File: config.mk
export PLATFORM = sky130hd
export DESIGN_NAME = fbfl_ram
export DESIGN_NICKNAME = d
export VERILOG_FILES = /design/src/fbfl_ram.sv
export SDC_FILE = /design/constraint.sdc
export NUM_CORES = 1
export LEC_CHECK = 0
export BUFFER_PORTS_ARGS = -buffer_cell sky130_fd_sc_hd__buf_4
export CAP_MARGIN = 15
export CELL_PAD_IN_SITES_DETAIL_PLACEMENT = 2
export CELL_PAD_IN_SITES_GLOBAL_PLACEMENT = 2
export CORE_MARGIN = 1.5
export CORE_UTILIZATION = 30
export CTS_CLUSTER_DIAMETER = 200
export DETAILED_ROUTE_END_ITERATION = 8
export GPL_ROUTABILITY_DRIVEN = 0
export MAX_ROUTING_LAYER = met4
export PLACE_DENSITY = 0.51
export SYNTH_ARGS = -nofsm -noshare
export SYNTH_HDL_FRONTEND = slang
export SYNTH_SLANG_ARGS = --single-unit
File: constraint.sdc
create_clock -name clk -period 2.3 [get_ports clk]
set_clock_uncertainty 0.15 [all_clocks]
set_input_delay 0.23 -clock clk [delete_from_list [all_inputs] [get_ports clk]]
set_output_delay 0.23 -clock clk [all_outputs]
set_load 0.02 [all_outputs]
File: src/fbfl_ram.sv
// ----------------------------------------------------------------------------
// fbfl_ram
// Generic single-port-write, single-port-read RAM with a registered read.
// ----------------------------------------------------------------------------
module fbfl_ram #(
    parameter int WIDTH = 8,
    parameter int DEPTH = 16
) (
    input  logic                     clk,
    input  logic                     we,
    input  logic [$clog2(DEPTH)-1:0] waddr,
    input  logic [WIDTH-1:0]         wdata,
    input  logic [$clog2(DEPTH)-1:0] raddr,
    output logic [WIDTH-1:0]         rdata
);

    logic [WIDTH-1:0] mem [DEPTH];
    logic [WIDTH-1:0] rdata_reg;

    // write port
    always_ff @(posedge clk)
    begin
        if (we)
        begin
            mem[waddr] <= wdata;
        end
    end

    // registered read port
    always_ff @(posedge clk)
    begin
        rdata_reg <= mem[raddr];
    end

    assign rdata = rdata_reg;

endmodule

# [After elaboration in Yosys (flattened, before gate mapping)]
# Memories as Yosys holds them, arrays and structs flattened. A register that Yosys moved wholly into a read port is not among the register bits.
# Index checks and enable logic that the tools add are counted.
[word_totals] wordCells=3 in_bits=18 ff_bits=0 memories=1 mem_bits_rw=128 latchBits=0 out_inout_bits=8 romBits=0
[classes] n_lt_le_gt_ge=0 addsub=0 n_mul=0 bitwise_logic=0 n_div=0 eq_ne=0 shift=0 n_reduce_logical=0 muxes=2
[memory_table] memory="mem" depth=16 width=8 rd=1 rd_clocked_by_memory_dff=1 write_ports=1 line_no="17" source="logic [WIDTH-1:0] mem [DEPTH];"
[ops] op="two-way mux 1 bit" count=2

# [Logic depth before layout (Yosys ltp)]
[logic_depth] depth_word=2 depth_mapped=5

# [Worst setup path before layout]
# No wires, ideal clock.
[synth_timing] path_kind="input to register" start="input port waddr[2]" end="memory mem[0][0], enable pin" path_slack_ps=427 stages=2 arrival_ps=1340 n_path_buf=0 setup_ps=383 path_cell_list="or3b_2 > nor3_1"
[synth_rtl] element="start, declared" line_no="11" source="input logic [$clog2(DEPTH)-1:0] waddr,"
[synth_rtl] element="end, declared" line_no="17"
# No word-level cell before the write port.

==> run summary <==
Status -> finished clean
N_diodes -> 0
Power per Cell Area -> 897 mW/mm^2
Via density -> 4.71
Pre-CTS setup slack -> 0.358 ns
Final Hold Vio Count -> 0
Core box area -> 0.0167 mm^2
Final worst path period need -> 1.58 ns
Routed Antenna Nets -> 0
Synth Area in Simple Gates -> 3.18%
Max Buffers Root-to-Sink -> 2
Leak -> 2.14 nW
Number of post-CTS setup repair buffers -> 0
Layout cell share with drive strength beyond 1 -> 31.0%
RSZ-0062 raised after global routing -> no
Slew headroom -> 64.9%
Grt met3 use -> 3.51%
Die Span Y -> 134 um
Synthesized area per cell -> 22.5 um^2
CTS root buffer -> clkbuf_16
Number of synthesis warnings -> 0
Grt peak-use layer -> met2
Skew-Pair Late Insertion Delay -> 0.42 ns
H-tree depth -> 4
Max reg flops -> 128
Global Route Usage Sum -> 15.3%
Final number of setup-violating endpoints -> 0
CP Data Arrival Time -> 1.72 ns
P&R area growth vs syn -> 23.2%
Initial antenna violation count -> 0
Wire length per cell -> 22.9 um
Xor and xnor fraction of the mapped netlist area -> 0%
Hold Path Class -> in2reg
Fin crit share -> 68.5%
Vias in the first global route -> 2697
Clk pwr share -> 45.5%
Detailed Routing Iterations Pass 1 -> 4
Die area -> 0.0180 mm^2
Pwr Total -> 5.69 mW
Synth Net Count -> 247
Num rows -> 47
Cell Int Power -> 4.49 mW
FF+latch count, synth -> 136
Crit Path Class -> reg2reg
Commonest non-fill, non-tap cell in the layout -> edfxtp_1
Register share of total power -> 49.0%
Starting density of the core -> 30.8%
Mux share of post-synthesis cell area -> 15.0%
Worst path required time -> 2.45 ns
Startpoint Class -> flop
Largest net degree at the start of global routing -> 33
Synthesized instance count -> 229
Post-synthesis compound-gate area fraction -> 2.33%
Worst slew pin tran -> 0.526 ns
Max Slew Vio Count -> 0
TritonCTS clock tree -> done
Final WS setup -> 0.724 ns
CP Capture Type -> flop
First-pass GRT wire length -> 18300 um
Met2 Use GR -> 23.2%
Max VDD drop -> 0.517 mV
Mapped Area -> 0.00515 mm^2
Met1 usage -> 20.1%
CTS Sinks -> 136
Finished Core Util -> 38.0%
MaxCap Viol Count -> 0
Critical Path Fanout Max -> 1
DR iter-0 viols -> 176
Drt total wl -> 12100 um
Switching power -> 1.20 mW
CTS Buf Count -> 17
Post-synthesis adder-cell area fraction -> 0%
DRC viols -> 0
PortBufs -> 25
I/O pin count -> 26
Final hold slack -> 0.187 ns
Sw frac -> 21.1%
Largest family of logic cells by synthesized area -> multiplexers
Total number of vias -> 2477
Die width -> 134 um
Yosys cell types -> 19
Sequential-to-total area share from yosys stat -> 77.8%
Combinational share of power -> 5.5%
CTS clock-pin slew for the worst setup and hold paths -> 0.06 ns
Total Neg Setup Slack -> 0 ns
Highest Clock Rate -> 634 MHz
Half-perimeter wire length after placement -> 7710 um
Gr ovfl total -> 0
Most frequent cells in the layout -> edfxtp_1, buf_4, mux4_2
Fin nets -> 311
[cell families after synthesis]
family | count (synthesis)
muxes | 32
buffers and inverters | 10
and+or+nand+nor | 35
AOI/OAI and AO/OA | 16
DFF | 136
[synthesized netlist by cell type, drive strengths merged]
cell type | instances | area [um^2]
nand3 | 1 | 5.00
nor3 | 4 | 20.0
nor2 | 13 | 48.8
a22oi | 16 | 120
edfxtp | 128 | 3840
and2b | 1 | 7.51
and2 | 1 | 6.26
buf | 7 | 56.3
dfxtp | 8 | 160
nor2b | 1 | 6.26
nand2 | 9 | 33.8
clkdlybuf4s25 | 3 | 30.0
nand2b | 2 | 12.5
nand3b | 2 | 15.0
or3b | 1 | 8.76
mux4 | 32 | 773
[stage by stage]
stage	area (um^2)	cells
finish	6340	526
global route	6340	526
CTS	6340	526
detailed placement	5700	486
global placement	5700	486
floorplan	5150	229
[path summary, 6_finish.rpt]
kind	start	endpoint	slack (ns)	cells after the start
hold / removal	waddr[0]	mem[4][6]	0.19	3
hold reg to reg	mem[15][7]	rdata[7]	0.51	3
setup reg to reg	mem[5][1]	rdata[1]	0.72	3
setup / recovery	mem[5][1]	rdata[1]	0.72	3
[worst max-delay path, cell delays in order (launching register included)]
cell and delay (ns):
edfxtp_1 0.36, mux4_1 0.54, a22oi_1 0.32, nand2_1 0.09
[power by group through the flow]
stage | clock network [mW] | logic [mW] | registers (mW)
6_report | 2.59 | 0.316 | 2.79
5_1_grt | 2.73 | 0.345 | 2.79
4_1_cts | 2.65 | 0.325 | 2.79
3_5_place_dp | 0 | 0.313 | 2.84
3_3_place_gp | 0 | 0.307 | 2.84
2_1_floorplan | 0 | 0.141 | 2.85
[final cells by class]
cell class / instances / area [um^2]
clock buffer: 18 / 429
clock inverter: 14 / 133
fill: 1617 / 10400
multi-input combinational: 83 / 1060
sequential: 136 / 4000
tap: 220 / 275
timing repair buffer: 55 / 445
[layer usage]
| layer | vias up | share of wire [%] |
|---|---|---|
| li1 | 1103 | - |
| met4 | 0 | 1.7 |
| met3 | 18 | 3.3 |
| met2 | 50 | 49 |
| met1 | 1306 | 46 |
| met5 | - | 0 |
[repair_timing]
action / CTS / global route
hold endpoints to repair: 128 / 0
hold buffers: 8 / 0
resized for setup: 0 / 0
Note: power is estimated with default switching activity, not from simulation.
